===== src/hw/rtl/mss_pkg.sv =====
// ----------------------------------------------------------------------------
// mss_pkg
// Shared widths, mode codes and segment tables for the seven-segment scanner.
// ----------------------------------------------------------------------------
package mss_pkg;

  localparam int OP_W       = 2;
  localparam int VALUE_W    = 17;
  localparam int SEL_W      = 4;
  localparam int SEG_W      = 8;
  localparam int SCAN_W     = 4;
  localparam int BCD_DIGITS = 6;
  localparam int BCD_W      = 4 * BCD_DIGITS;
  localparam int IN_DATA_W  = 24;
  localparam int OUT_DATA_W = 16;

  localparam logic [SCAN_W-1:0] SCAN_LAST = SCAN_W'(11);

  localparam logic [OP_W-1:0] OP_INT   = 2'd0;
  localparam logic [OP_W-1:0] OP_ANGLE = 2'd1;
  localparam logic [OP_W-1:0] OP_HIGH  = 2'd2;
  localparam logic [OP_W-1:0] OP_LOW   = 2'd3;

  // Segment pattern of one decimal digit, bit0 is segment a.
  function automatic logic [6:0] digit_pattern(input logic [3:0] d);
    logic [6:0] p;
    unique case (d)
      4'd0:    p = 7'h3F;
      4'd1:    p = 7'h06;
      4'd2:    p = 7'h5B;
      4'd3:    p = 7'h4F;
      4'd4:    p = 7'h66;
      4'd5:    p = 7'h6D;
      4'd6:    p = 7'h7D;
      4'd7:    p = 7'h07;
      4'd8:    p = 7'h7F;
      4'd9:    p = 7'h6F;
      default: p = 7'h00;
    endcase
    return p;
  endfunction

  function automatic logic [6:0] word_high(input logic [1:0] idx);
    logic [6:0] p;
    unique case (idx)
      2'd0: p = 7'h76;
      2'd1: p = 7'h10;
      2'd2: p = 7'h6F;
      2'd3: p = 7'h74;
    endcase
    return p;
  endfunction

  function automatic logic [6:0] word_low(input logic [1:0] idx);
    logic [6:0] p;
    unique case (idx)
      2'd0: p = 7'h38;
      2'd1: p = 7'h5C;
      2'd2: p = 7'h1C;
      2'd3: p = 7'h1C;
    endcase
    return p;
  endfunction

  // Scan counter modulo three; the counter never leaves 0..11.
  function automatic logic [1:0] scan_mod3(input logic [SCAN_W-1:0] s);
    logic [1:0] r;
    unique case (s)
      4'd0, 4'd3, 4'd6, 4'd9:  r = 2'd0;
      4'd1, 4'd4, 4'd7, 4'd10: r = 2'd1;
      4'd2, 4'd5, 4'd8, 4'd11: r = 2'd2;
      default:                 r = 2'd0;
    endcase
    return r;
  endfunction

endpackage


===== src/hw/rtl/mss_bcd_conv.sv =====
// ----------------------------------------------------------------------------
// mss_bcd_conv
// Iterative shift-add-3 binary to decimal converter, one bit per cycle.
// ----------------------------------------------------------------------------
module mss_bcd_conv #(
  parameter int ValueW = mss_pkg::VALUE_W,
  parameter int Digits = mss_pkg::BCD_DIGITS
) (
  input  logic              clk,
  input  logic              rst_n,
  input  logic              start,
  input  logic [ValueW-1:0] bin,
  output logic              busy,
  output logic [4*Digits-1:0] bcd
);
  import mss_pkg::*;

  localparam int CntW = $clog2(ValueW + 1);

  logic [ValueW-1:0]   shift_r, shift_nxt;
  logic [4*Digits-1:0] bcd_r, bcd_nxt, adj;
  logic [CntW-1:0]     cnt_r, cnt_nxt;
  logic                busy_r, busy_nxt;

  // Add-3 correction on every digit, then shift in the next binary bit.
  always_comb begin
    for (int i = 0; i < Digits; i++) begin
      adj[4*i +: 4] = (bcd_r[4*i +: 4] >= 4'd5) ? bcd_r[4*i +: 4] + 4'd3
                                                 : bcd_r[4*i +: 4];
    end
    shift_nxt = shift_r;
    bcd_nxt   = bcd_r;
    cnt_nxt   = cnt_r;
    busy_nxt  = busy_r;
    if (start) begin
      shift_nxt = bin;
      bcd_nxt   = '0;
      cnt_nxt   = CntW'(ValueW);
      busy_nxt  = 1'b1;
    end else if (busy_r) begin
      bcd_nxt   = {adj[4*Digits-2:0], shift_r[ValueW-1]};
      shift_nxt = {shift_r[ValueW-2:0], 1'b0};
      cnt_nxt   = cnt_r - 1'b1;
      if (cnt_r == CntW'(1)) begin
        busy_nxt = 1'b0;
      end
    end
  end

  always_ff @(posedge clk) begin
    if (!rst_n) begin
      busy_r <= 1'b0;
      cnt_r  <= '0;
    end else begin
      busy_r <= busy_nxt;
      cnt_r  <= cnt_nxt;
    end
    shift_r <= shift_nxt;
    bcd_r   <= bcd_nxt;
  end

  assign busy = busy_r;
  assign bcd  = bcd_r;

endmodule


===== src/hw/rtl/mss_seg_sel.sv =====
// ----------------------------------------------------------------------------
// mss_seg_sel
// Picks the lit position and its segment pattern from mode, value and scan.
// ----------------------------------------------------------------------------
module mss_seg_sel (
  input  logic [mss_pkg::OP_W-1:0]    op,
  input  logic [mss_pkg::VALUE_W-1:0] value,
  input  logic [mss_pkg::SCAN_W-1:0]  scan,
  input  logic [mss_pkg::BCD_W-1:0]   bcd,
  output logic [mss_pkg::SEL_W-1:0]   digit_select,
  output logic [mss_pkg::SEG_W-1:0]   segments
);
  import mss_pkg::*;

  logic [1:0] idx;
  logic [2:0] k;
  logic       point;
  logic [3:0] digit;
  logic       ge10, ge100, ge1000, ge10000;

  assign ge10    = value >= VALUE_W'(10);
  assign ge100   = value >= VALUE_W'(100);
  assign ge1000  = value >= VALUE_W'(1000);
  assign ge10000 = value >= VALUE_W'(10000);

  always_comb begin
    idx   = scan[1:0];
    k     = 3'd0;
    point = 1'b0;
    unique case (op)
      OP_INT: begin
        if (ge1000) begin
          idx = scan[1:0];
        end else if (ge100) begin
          idx = scan_mod3(scan) + 2'd1;
        end else if (ge10) begin
          idx = {1'b1, scan[0]};
        end else begin
          idx = 2'd3;
        end
        k = 3'd3 - {1'b0, idx};
      end
      OP_ANGLE: begin
        idx = scan_mod3(scan);
        if (ge10000) begin
          k = 3'd4 - {1'b0, idx};
        end else if (ge1000) begin
          k     = 3'd3 - {1'b0, idx};
          point = (idx == 2'd1);
        end else begin
          k     = 3'd2 - {1'b0, idx};
          point = (idx == 2'd0);
        end
      end
      OP_HIGH, OP_LOW: begin
        idx = scan[1:0];
      end
    endcase
  end

  assign digit = bcd[4*k +: 4];

  always_comb begin
    digit_select = SEL_W'(1) << idx;
    unique case (op)
      OP_HIGH: segments = {1'b0, word_high(idx)};
      OP_LOW:  segments = {1'b0, word_low(idx)};
      OP_INT, OP_ANGLE: segments = {point, digit_pattern(digit)};
    endcase
  end

endmodule


===== src/hw/rtl/multiplexed_seven_segment_scanner.sv =====
// ----------------------------------------------------------------------------
// multiplexed_seven_segment_scanner
// Four-position multiplexed seven-segment scanner with decimal conversion.
// ----------------------------------------------------------------------------
// Each input transaction on the in_ channel is one refresh tick carrying a
// mode and a value. The block answers with exactly one output transaction
// on the out_ channel: a one-hot position select and that position's
// segment pattern (a to g plus the decimal point).
// Integer and angle ticks advance a scan counter that runs modulo 12 before
// it picks the position; the fixed words only read it.
// The value is turned into six decimal digits by a shift-add-3 converter
// that handles one binary bit per cycle. A tick runs through the conversion,
// a state in which the sequencer sees the converter finish and a finish
// state that picks the digit and loads the output register; in_tready
// rises at the same edge as the result becomes valid, so a new tick is
// taken only once the previous result is in the output register.
// The result sits in an output register; if the receiver stalls, the block
// still takes and converts one more tick, then waits with it until
// out_tready frees the register, and in_tready stays low meanwhile.
// A synchronous active-low reset clears the scan counter, the sequencer and
// the output valid flag.
// ----------------------------------------------------------------------------
module multiplexed_seven_segment_scanner (
  input  logic                           clk,
  input  logic                           rst_n,
  input  logic                           in_tvalid,
  output logic                           in_tready,
  input  logic [mss_pkg::IN_DATA_W-1:0]  in_tdata,   // [1:0] op, [18:2] value
  output logic                           out_tvalid,
  input  logic                           out_tready,
  output logic [mss_pkg::OUT_DATA_W-1:0] out_tdata   // [3:0] digit_select, [11:4] segments
);
  import mss_pkg::*;

  localparam int ValueW = VALUE_W;
  localparam int Digits = BCD_DIGITS;

  typedef enum logic [1:0] {
    ST_IDLE,
    ST_CONV,
    ST_FINISH
  } state_t;

  state_t              state_r;
  logic [OP_W-1:0]     op_r;
  logic [ValueW-1:0]   value_r;
  logic [SCAN_W-1:0]   scan_r;
  logic                out_valid_r;
  logic [SEL_W-1:0]    sel_r;
  logic [SEG_W-1:0]    seg_r;

  logic                in_fire;
  logic [OP_W-1:0]     in_op;
  logic [ValueW-1:0]   in_value;
  logic                conv_busy;
  logic [4*Digits-1:0] bcd;
  logic [SEL_W-1:0]    sel_nxt;
  logic [SEG_W-1:0]    seg_nxt;
  logic                out_free;

  assign in_op     = in_tdata[OP_W-1:0];
  assign in_value  = in_tdata[OP_W +: ValueW];
  assign in_tready = (state_r == ST_IDLE);
  assign in_fire   = in_tvalid && in_tready;
  assign out_free  = !out_valid_r || out_tready;

  mss_bcd_conv #(
    .ValueW (ValueW),
    .Digits (Digits)
  ) u_bcd (
    .clk   (clk),
    .rst_n (rst_n),
    .start (in_fire),
    .bin   (in_value),
    .busy  (conv_busy),
    .bcd   (bcd)
  );

  mss_seg_sel u_sel (
    .op           (op_r),
    .value        (value_r),
    .scan         (scan_r),
    .bcd          (bcd),
    .digit_select (sel_nxt),
    .segments     (seg_nxt)
  );

  always_ff @(posedge clk) begin
    if (!rst_n) begin
      state_r     <= ST_IDLE;
      scan_r      <= '0;
      out_valid_r <= 1'b0;
    end else begin
      // A load in the finish state takes the place of the clear.
      if (out_valid_r && out_tready && state_r != ST_FINISH) begin
        out_valid_r <= 1'b0;
      end
      unique case (state_r)
        ST_IDLE: begin
          if (in_fire) begin
            op_r    <= in_op;
            value_r <= in_value;
            // Only the numeric modes move the scan.
            if (in_op == OP_INT || in_op == OP_ANGLE) begin
              scan_r <= (scan_r == SCAN_LAST) ? '0 : scan_r + 1'b1;
            end
            state_r <= ST_CONV;
          end
        end
        ST_CONV: begin
          if (!conv_busy) begin
            state_r <= ST_FINISH;
          end
        end
        ST_FINISH: begin
          if (out_free) begin
            sel_r       <= sel_nxt;
            seg_r       <= seg_nxt;
            out_valid_r <= 1'b1;
            state_r     <= ST_IDLE;
          end
        end
        default: state_r <= ST_IDLE;
      endcase
    end
  end

  assign out_tvalid = out_valid_r;
  assign out_tdata  = {{(OUT_DATA_W - SEL_W - SEG_W){1'b0}}, seg_r, sel_r};

endmodule

===== config.mk =====
export PLATFORM = sky130hd
export DESIGN_NAME = multiplexed_seven_segment_scanner
export DESIGN_NICKNAME = d
export VERILOG_FILES = /design/src/hw/rtl/mss_pkg.sv /design/src/hw/rtl/mss_bcd_conv.sv /design/src/hw/rtl/mss_seg_sel.sv /design/src/hw/rtl/multiplexed_seven_segment_scanner.sv
export SDC_FILE = /design/constraint.sdc
export NUM_CORES = 1
export LEC_CHECK = 0
export ABC_AREA = 1
export BUFFER_PORTS_ARGS = -buffer_cell sky130_fd_sc_hd__buf_2
export CAP_MARGIN = 25
export CORE_ASPECT_RATIO = 0.75
export CORE_UTILIZATION = 55
export CTS_CLUSTER_DIAMETER = 100
export CTS_CLUSTER_SIZE = 8
export DETAILED_ROUTE_END_ITERATION = 10
export GPL_TIMING_DRIVEN = 0
export PLACE_DENSITY = 0.75
export SYNTH_ARGS = -nofsm -noshare
export SYNTH_HDL_FRONTEND = slang
export SYNTH_HIERARCHICAL = 1
export SYNTH_SLANG_ARGS = --single-unit

===== constraint.sdc =====
create_clock -name clk -period 3.85 [get_ports clk]
set_input_delay 0.1925 -clock clk [delete_from_list [all_inputs] [get_ports clk]]
set_output_delay 0.1925 -clock clk [all_outputs]
set_load 0.02 [all_outputs]

=== Word-level counts from Yosys, hierarchy flattened ===
Memories as Yosys holds them, arrays and structs flattened. A register that Yosys moved wholly into a read port is not among the register bits.
Cells that the tools add are included.
W data, S select, Z words.

* Bits in registers: 85
* Bits in read-only memories: 176
* Input port bits: 28
* Output and inout bits: 18
* Word-level logic and storage cells: 120
* Memories kept: 3

* Add/sub/neg operators: 13
* Magnitude comparators: 10
* Eq/ne operators: 16
* Shifts and indexed selects: 2
* Muxes and demuxes: 43
* Bitwise operators: 1
* Reductions and logical operators: 20

{| class="wikitable"
|+ Memories
! memory !! words !! width !! rd ports !! clocked after Yosys merged registers in !! wr ports !! RTL line !! source
|-
| (no name shown) || 16 || 7 || 1 || 0 || 0 || mss_pkg.sv:27 || <nowiki>unique case (d)</nowiki>
|-
| (no name shown) || 16 || 2 || 1 || 1 || 0 || mss_pkg.sv:68 || <nowiki>unique case (s)</nowiki>
|-
| (no name shown) || 16 || 2 || 1 || 1 || 0 || mss_pkg.sv:68 ||
|}

{| class="wikitable"
|+ Operators by type and width
! cell !! count
|-
| $mux W4 || 10
|-
| $mux W17 || 2
|-
| $pmux W7 S4 || 1
|-
| $ge A4 B3 Y1 const B || 6
|-
| $pmux W8 S3 || 1
|-
| $shiftx A24 B6 Y4 || 1
|-
| $pmux W7 S3 || 1
|-
| $add A4 B2 Y4 const B || 5
|-
| $mux W2 || 10
|-
| $ge A17 B10 Y1 const B || 1
|-
| $ge A17 B14 Y1 const B || 1
|-
| $ge A17 B4 Y1 const B || 1
|-
| $ge A17 B7 Y1 const B || 1
|-
| $pmux W2 S3 || 2
|-
| $reduce_and A3 Y1 || 4
|-
| $eq A2 B1 Y1 const B || 5
|-
| $eq A2 B2 Y1 const B || 5
|-
| $logic_not A2 Y1 || 5
|-
| $mux W1 || 10
|-
| $mux W5 || 2
|-
| $mux W3 || 3
|-
| $sub A2 B2 Y3 const A || 3
|-
| $reduce_or A2 Y1 || 4
|-
| $ne A2 B2 Y1 const B || 3
|-
| 15 further kinds || 18
|}

=== Logic depth before layout (Yosys ltp) ===
Gate-level depths: netlist of the first run.

* Depth after elaboration: 13
* Depth in mapped cells: 25
* Depth with buffers taken out: 25

=== By module ===
Netlist of the first run, hierarchy kept.

{| class="wikitable"
|+ Modules (own cells, without submodules)
! module !! instances !! cells each !! area an instance (um^2) !! sequential area each (um^2)
|-
| mss_bcd_conv || 1 || 327 || 2,456.1 || 1,111.1
|-
| multiplexed_seven_segment_scanner || 1 || 89 || 1,348.8 || 1,071.0
|-
| mss_seg_sel || 1 || 223 || 1,280.0 || 0.0
|}

=== Least setup slack after synthesis of the first run ===
OpenSTA, ideal clock, no wires.

* Path type: register -> register
* From: register scan_r[0]
* To: register seg_r[3] (data pin)
* Setup time: 0.255 ns
* Data arrival time: 2.995 ns
* Required time: 3.595 ns
* Setup slack: 0.600 ns
* Stages on the path, launching flop included: 24
* Path buffers: 0
* Period minus slack after synthesis: 3.250 ns
* Path through: dfxtp_1 inv_1 ha_1 inv_1 o21ai_0 and2_1 inv_1 ha_1 nand3b_2 nand2_1 nand2_1 nand3_2 nand2_4 nor2_4 o21ai_1 nor2_1 a21oi_4 ha_1 nand2_1 nand2_1 nand2_1 nand3_1 nand2_1 nand2_1

* Word-level cells in the longest chain between the ends: 9
* Elaborated cells on any way between the ends: 15
* Those cells by class: add/sub: 1; eq/ne: 3; shift: 1; mux: 8; reduce/logical: 1; memory: 1

{| class="wikitable"
|+ RTL lines
! element !! RTL line !! source
|-
| start, declared || multiplexed_seven_segment_scanner.sv:47 || <nowiki>logic [SCAN_W-1:0] scan_r;</nowiki>
|-
| start signal, assigned || multiplexed_seven_segment_scanner.sv:105 || <nowiki>scan_r <= (scan_r == SCAN_LAST) ? '0 : scan_r + 1'b1;</nowiki>
|-
| $mux W1 || mss_seg_sel.sv:36 || <nowiki>end else if (ge10) begin</nowiki>
|-
| $mux W2 || mss_seg_sel.sv:34 || <nowiki>end else if (ge100) begin</nowiki>
|-
| $mux W2 || mss_seg_sel.sv:32 || <nowiki>if (ge1000) begin</nowiki>
|-
| $mux W2 || mss_seg_sel.sv:30 || <nowiki>unique case (op)</nowiki>
|-
| $sub A2 B2 Y3 || mss_seg_sel.sv:41 || <nowiki>k = 3'd3 - {1'b0, idx};</nowiki>
|-
| $pmux W3 S2 || mss_seg_sel.sv:30 ||
|-
| $shiftx A24 B6 Y4 || mss_seg_sel.sv:61 || <nowiki>assign digit = bcd[4*k +: 4];</nowiki>
|-
| $mem_v2 Z16 W7 || - ||
|-
| $pmux W8 S3 * || mss_seg_sel.sv:65 || <nowiki>unique case (op)</nowiki>
|-
| net seg_nxt[3] || multiplexed_seven_segment_scanner.sv:58 || <nowiki>logic [SEG_W-1:0] seg_nxt;</nowiki>
|-
| end signal, assigned || multiplexed_seven_segment_scanner.sv:118 || <nowiki>seg_r <= seg_nxt;</nowiki>
|-
| end, declared || multiplexed_seven_segment_scanner.sv:50 || <nowiki>logic [SEG_W-1:0] seg_r;</nowiki>
|}

The timed path passes the listed nets; every way through them passes the cells marked *. The select of a mux whose other input is x is not followed.
A chain may end at the register's enable or synchronous reset.

=== Worst setup path after layout of the first run ===
Same ends and word-level chain as after synthesis.

==> results of run 1 <==
==> final cells by class <==
class	instances	area (µm²)	area share
buffer	14	133	0.0232
clock buffer	9	225	0.0394
clock inverter	7	60.1	0.0105
inverter	89	344	0.0603
multi-input combinational	454	2470	0.433
sequential	84	2160	0.378
tap	108	135	0.0237
timing repair buffer	37	188	0.0329
==> per-stage QoR <==
stage / util / total power [mW] / setup WS, ns / cells / hold WS [ns]
finish: 0.658 / 2.22 / 0.278 / 802 / 0.0305
global route: 0.658 / 2.32 / 0.0269 / 802 / 0.0297
CTS: 0.655 / 2.24 / 0.101 / 802 / 0.0223
detailed placement: 0.622 / 1.41 / 0.0283 / 786 / 0.371
global placement: 0.621 / 1.40 / 0.137 / 785 / 0.375
floorplan: - / 1.32 / 0.600 / 641 / 0.290
==> what timing repair did <==
action	in CTS	in global routing
gates resized for setup	1	6
endpoints found under the setup margin	1	7
pin swaps	0	1
==> path summary, 6_finish.rpt <==
check / start / endpoint / slack [ns]
setup / recovery: scan_r[0] / seg_r[3] / 0.28
hold / removal: in_tdata[0] / op_r[0] / 0.03
setup reg to reg: scan_r[0] / seg_r[3] / 0.28
hold reg to reg: u_bcd/shift_r[16] / u_bcd/bcd[0] / 0.46
==> critical path: cells and delay by family, from the launching register on <==
family                   cells  cell delay, ns
AO/OA/AOI/OAI                4            0.62
adder cells (fa/ha/maj)      3            0.88
buffers and inverters        4            0.27
flip-flops                   1            0.39
AND/OR/NAND/NOR             10            1.16
==> registers in the layout (all words and copies together) (netlist names), 2 cells and up <==
signal         cells
op_r               2
u_bcd/cnt_r        5
sel_r              4
u_bcd/bcd         24
scan_r             4
state_r            2
seg_r              8
value_r           16
u_bcd/shift_r     17
==> power by group <==
part | internal [mW] | switching (mW)
logic | 0.124 | 0.233
registers | 1.02 | 0.0266
clock network | 0.446 | 0.377
==> per-layer routing <==
layer / part of all wire / GRT usage / wire, µm
met5: 0 / 0 / 0
met1: 0.48 / 0.317 / 5060
met2: 0.45 / 0.380 / 4770
met4: 0.013 / 0.0764 / 134
met3: 0.059 / 0.0564 / 630
==> metrics.txt, run 1 <==
most used cell, CP=nand2_1; Max Transition Viols Final=0; final hold vios=0; # clock sinks=84; post-detail-place hpwl=7870 µm; postcts setup bufs=0; fin crit period=3.57 ns; pin count of the biggest net entering global routing=20; die area=9580 µm²; DR pass1 iterations=5; Hold Path Depth=1; Slew @ Worst Pin=0.934 ns; total negative slack=0 ns; total power per unit cell area=389 nW/µm²; Clk pin slew, worst setup/hold paths=0.06 ns; Worst-Skew Late Latency=0.34 ns; DP Area=5400 µm²; peak supply drop=0.328 mV; vias in the first global route=3,842; Layout Nets=743; Max Cap Viol=0; share of cells above drive strength 1=0.182; GR Overflow Total=0; Die X=113 µm; synthesized area=5050 µm²; core area=8670 µm²; highest-count cells in the layout ignoring fill and taps=218 x nand2_1, 81 x inv_1, 65 x nand3_1, 47 x edfxtp_1, 44 x nor2_1; CTS Buffer Depth=2; DR DRC count=0; yosys synthesis warning count=6; die height=85.0 µm; Vias/cell=5.25; startpoint types=register; unrepaired setup endpoints after global routing=false; fmax=280 MHz; std cell rows=29; H-tree levels=3; Worst EP required=3.95 ns; CTS tree=built; hold buffers post-CTS=0; crit path DAT=3.67 ns; Clock Skew=0.00727 ns; Final Wtd Congestion=0.873; # IOs=46; Setup violations, final=0; Syn Area/Cell=7.92 µm²; CP peak stage delay=0.39 ns; cts bufs inserted=9; crit-path max FO=8; violation count after the first detailed-routing iteration=371; initial core utilization=0.583; post-route cell area=5710 µm²; Register-to-Register Path Depth=21; initial antenna violation count=0; final-layout fill cell count=734; hold crit path type=in2reg; antenna cells=0; Setup crit end kind=register; commonest non-fill, non-tap cell in the layout=nand2_1; CP max-delay cell=dfxtp_4; area delta synth->final=13.0%; crit share post-route=0.928; Crit Path Class=reg2reg; status=complete, no violations; Leak Pwr=2.73 nW; Routed Antenna Nets=0; DR WL/cell=13.2 µm; crit path cell chain=inv_1 -> ha_1 -> inv_1 -> o21ai_0 -> and2_2 -> inv_1 -> ha_1 -> nand3b_4 -> nand4_2 -> nand2_4 -> inv_1 -> o21ai_0 -> o22ai_2 -> a21boi_1 -> ha_1 -> nand2_1 -> nand2_1 -> nand2_1 -> nand3_1 -> nand2_1 -> nand2_1; Slew headroom=0.376; Total GRT Usage=0.237; Port Buffers=36; Synth Instances=638; final wirelength=10,600 µm; clk root buf=clkbuf_16; first-pass GRT wire length=17,800 µm; total number of vias=4,212
Note: power is estimated with default switching activity, not from simulation.
==> run 2, diff against run 1 <==
--- a/config.mk
+++ b/config.mk
@@ -8,7 +8,7 @@
 export ABC_AREA = 1
 export BUFFER_PORTS_ARGS = -buffer_cell sky130_fd_sc_hd__buf_2
 export CAP_MARGIN = 25
-export CORE_ASPECT_RATIO = 0.75
+export CORE_ASPECT_RATIO = 1.1
 export CORE_UTILIZATION = 55
 export CTS_CLUSTER_DIAMETER = 100
 export CTS_CLUSTER_SIZE = 8
==> run 2 against run 1 <==
Effect of this change:
- combinational power increased by 4%
- wire length decreased by 2.2%
- utilization is 1.1 points lower
- global-route usage down 0.58 points
- critical path depth is 3 higher
- hold slack lost 0.017 ns
- via count fell by 0.71%
- first-iteration DRC count fell by 37%
- sequential share of layout area shrank 0.21 points
- highest routed layer unchanged
==> metrics.txt, run 2 (synthesis results as in run 1) <==
total negative slack=0 ns (unchanged); # IOs=46 (unchanged); CP peak stage delay=0.40 ns (was 0.39 ns); peak supply drop=0.266 mV (was 0.328 mV); Max Cap Viol=0 (unchanged); antenna cells=0 (unchanged); startpoint types=register (unchanged); Clock Skew=0.0150 ns (was 0.00727 ns); crit path DAT=3.66 ns (was 3.67 ns); Slew headroom=0.512 (was 0.376); Clk pin slew, worst setup/hold paths=0.10 ns (was 0.06 ns); die area=9580 µm² (about the same); overall power=2.06 mW (was 2.22 mW); Worst EP required=3.98 ns (was 3.95 ns); sw power=0.602 mW (was 0.636 mW); violation count after the first detailed-routing iteration=233 (was 371); setup slack after layout=0.315 ns (was 0.278 ns); CTS tree=built (unchanged); most used cell, CP=nand2_1 (unchanged); commonest non-fill, non-tap cell in the layout=nand2_1 (unchanged); pre-CTS worst setup slack=0.112 ns (was 0.0283 ns); power share of the clock group=0.313 (was 0.370); share of cells above drive strength 1=0.178 (was 0.182); Die X=93.4 µm (was 113 µm); P_int=1.45 mW (was 1.59 mW); fin crit period=3.54 ns (was 3.57 ns); total number of vias=4,182 (was 4,212); Layout Nets=756 (was 743); crit share post-route=0.918 (was 0.928); initial core utilization=0.570 (was 0.583); combinational share of power=0.180 (was 0.161); status=complete, no violations (unchanged); DR DRC count=0 (unchanged); Final Wtd Congestion=0.837 (was 0.873); final core utilization=0.647 (was 0.658); post-detail-place hpwl=7660 µm (was 7870 µm); Total GRT Usage=0.231 (was 0.237); Vias/cell=5.09 (was 5.25); pin count of the biggest net entering global routing=20 (unchanged); switch share=0.293 (was 0.286); fmax=283 MHz (was 280 MHz); part of the power in registers=0.507 (was 0.469); Slew @ Worst Pin=0.731 ns (was 0.934 ns); DR WL/cell=12.6 µm (was 13.2 µm); highest-count cells in the layout ignoring fill and taps=218 x nand2_1, 81 x inv_1, 65 x nand3_1, 47 x edfxtp_1, 44 x nor2_1 (unchanged); crit path cell chain=inv_1 -> ha_1 -> inv_1 -> o21ai_0 -> and2_2 -> inv_1 -> ha_1 -> nand3b_2 -> nand2_1 -> nand2_1 -> nand3_2 -> nand2_4 -> nor2_4 -> o211ai_1 -> a21boi_2 -> inv_1 -> ha_1 -> inv_1 -> nand3_1 -> nand2_1 -> nand2_1 -> nand3_1 -> nand2_1 -> nand2_1 (was inv_1 -> ha_1 -> inv_1 -> o21ai_0 -> and2_2 -> inv_1 -> ha_1 -> nand3b_4 -> nand4_2 -> nand2_4 -> inv_1 -> o21ai_0 -> o22ai_2 -> a21boi_1 -> ha_1 -> nand2_1 -> nand2_1 -> nand2_1 -> nand3_1 -> nand2_1 -> nand2_1); area delta synth->final=13.6% (was 13.0%); Crit Path Class=reg2reg (unchanged); cts bufs inserted=9 (unchanged); initial antenna violation count=0 (unchanged); total power per unit cell area=358 nW/µm² (was 389 nW/µm²); DR pass1 iterations=5 (unchanged); final hold vios=0 (unchanged); Setup crit end kind=register (unchanged); hold crit path type=in2reg (unchanged); postcts setup bufs=0 (unchanged); H-tree levels=3 (unchanged); Setup violations, final=0 (unchanged); core area=8870 µm² (was 8670 µm²); Max Transition Viols Final=0 (unchanged); CP max-delay cell=dfxtp_4 (unchanged); Leak Pwr=2.76 nW (was 2.73 nW); Port Buffers=36 (unchanged); die height=103 µm (was 85.0 µm); Routed Antenna Nets=0 (unchanged); unrepaired setup endpoints after global routing=false (unchanged); # clock sinks=84 (unchanged); vias in the first global route=3,758 (was 3,842); final wirelength=10,400 µm (was 10,600 µm); std cell rows=36 (was 29); GR Overflow Total=0 (unchanged); max reg flops=24 (unchanged); crit-path max FO=8 (unchanged); clk root buf=clkbuf_8 (was clkbuf_16); CTS Buffer Depth=2 (unchanged); first-pass GRT wire length=17,000 µm (was 17,800 µm); Worst-Skew Late Latency=0.37 ns (was 0.34 ns)
run 2: cell count changes in the layout (fill, tap and decap cells not counted), moves of 2 or more:
cell,delta
clkbuf_8,+9
clkbuf_16,-9
clkinvlp_4,-3
inv_6,+2
dlygate4sd3_1,+12
run 2: final timing paths:
path	start	end	slack, ns	cells past startpoint
min reg2reg	u_bcd/shift_r[16]	u_bcd/bcd[0]	0.47	2
max	scan_r[0]	seg_r[3]	0.31	24
max reg2reg	scan_r[0]	seg_r[3]	0.31	24
min	in_tdata[9]	value_r[7]	0.01	1
run 2: cell type report:
cell class / count / area [µm²]
fill: 766 / 3130
multi-input combinational: 454 / 2450
sequential: 84 / 2160
inverter: 89 / 344
timing repair buffer: 50 / 315
tap: 114 / 143
buffer: 14 / 133
clock buffer: 10 / 128
clock inverter: 6 / 70.1
run 2: power groups by stage:
stage	Combinational, mW	Clock (mW)	Sequential (mW)
final	0.370	0.644	1.04
after global routing	0.412	0.695	1.05
after CTS	0.364	0.658	1.04
after detailed placement	0.354	0	1.06
after global placement	0.339	0	1.06
after floorplan	0.265	0	1.06
run 2: stage by stage:
| stage | instances | instance area [µm²] | hold slack (ns) |
|---|---|---|---|
| global route | 821 | 5740 | 0.00308 |
| finish | 821 | 5740 | 0.0134 |
| detailed placement | 793 | 5410 | 0.387 |
| floorplan | 641 | 5070 | 0.290 |
| global placement | 791 | 5390 | 0.388 |
| CTS | 819 | 5710 | 0.000215 |
run 2: critical path, delay by kind of cell, from the launching register on:
kind / cells / cell delay (ns)
buf+inv: 5 / 0.32
compound gates: 3 / 0.43
flops: 1 / 0.40
fa+ha+maj: 3 / 0.75
simple gates: 13 / 1.41
run 2: timing repair:
action,CTS,global route
gates resized for setup,0,6
hold endpoints to repair,10,2
hold buffers,10,2
endpoints found under the setup margin,0,7
run 2: per-layer routing:
metal | GRT usage | vias up | wire length, µm
met3 | 0.0494 | 9 | 464
li1 | - | 2164 | -
met2 | 0.403 | 114 | 5210
met4 | 0.0757 | 0 | 70
met5 | 0 | - | 0
met1 | 0.286 | 1895 | 4620
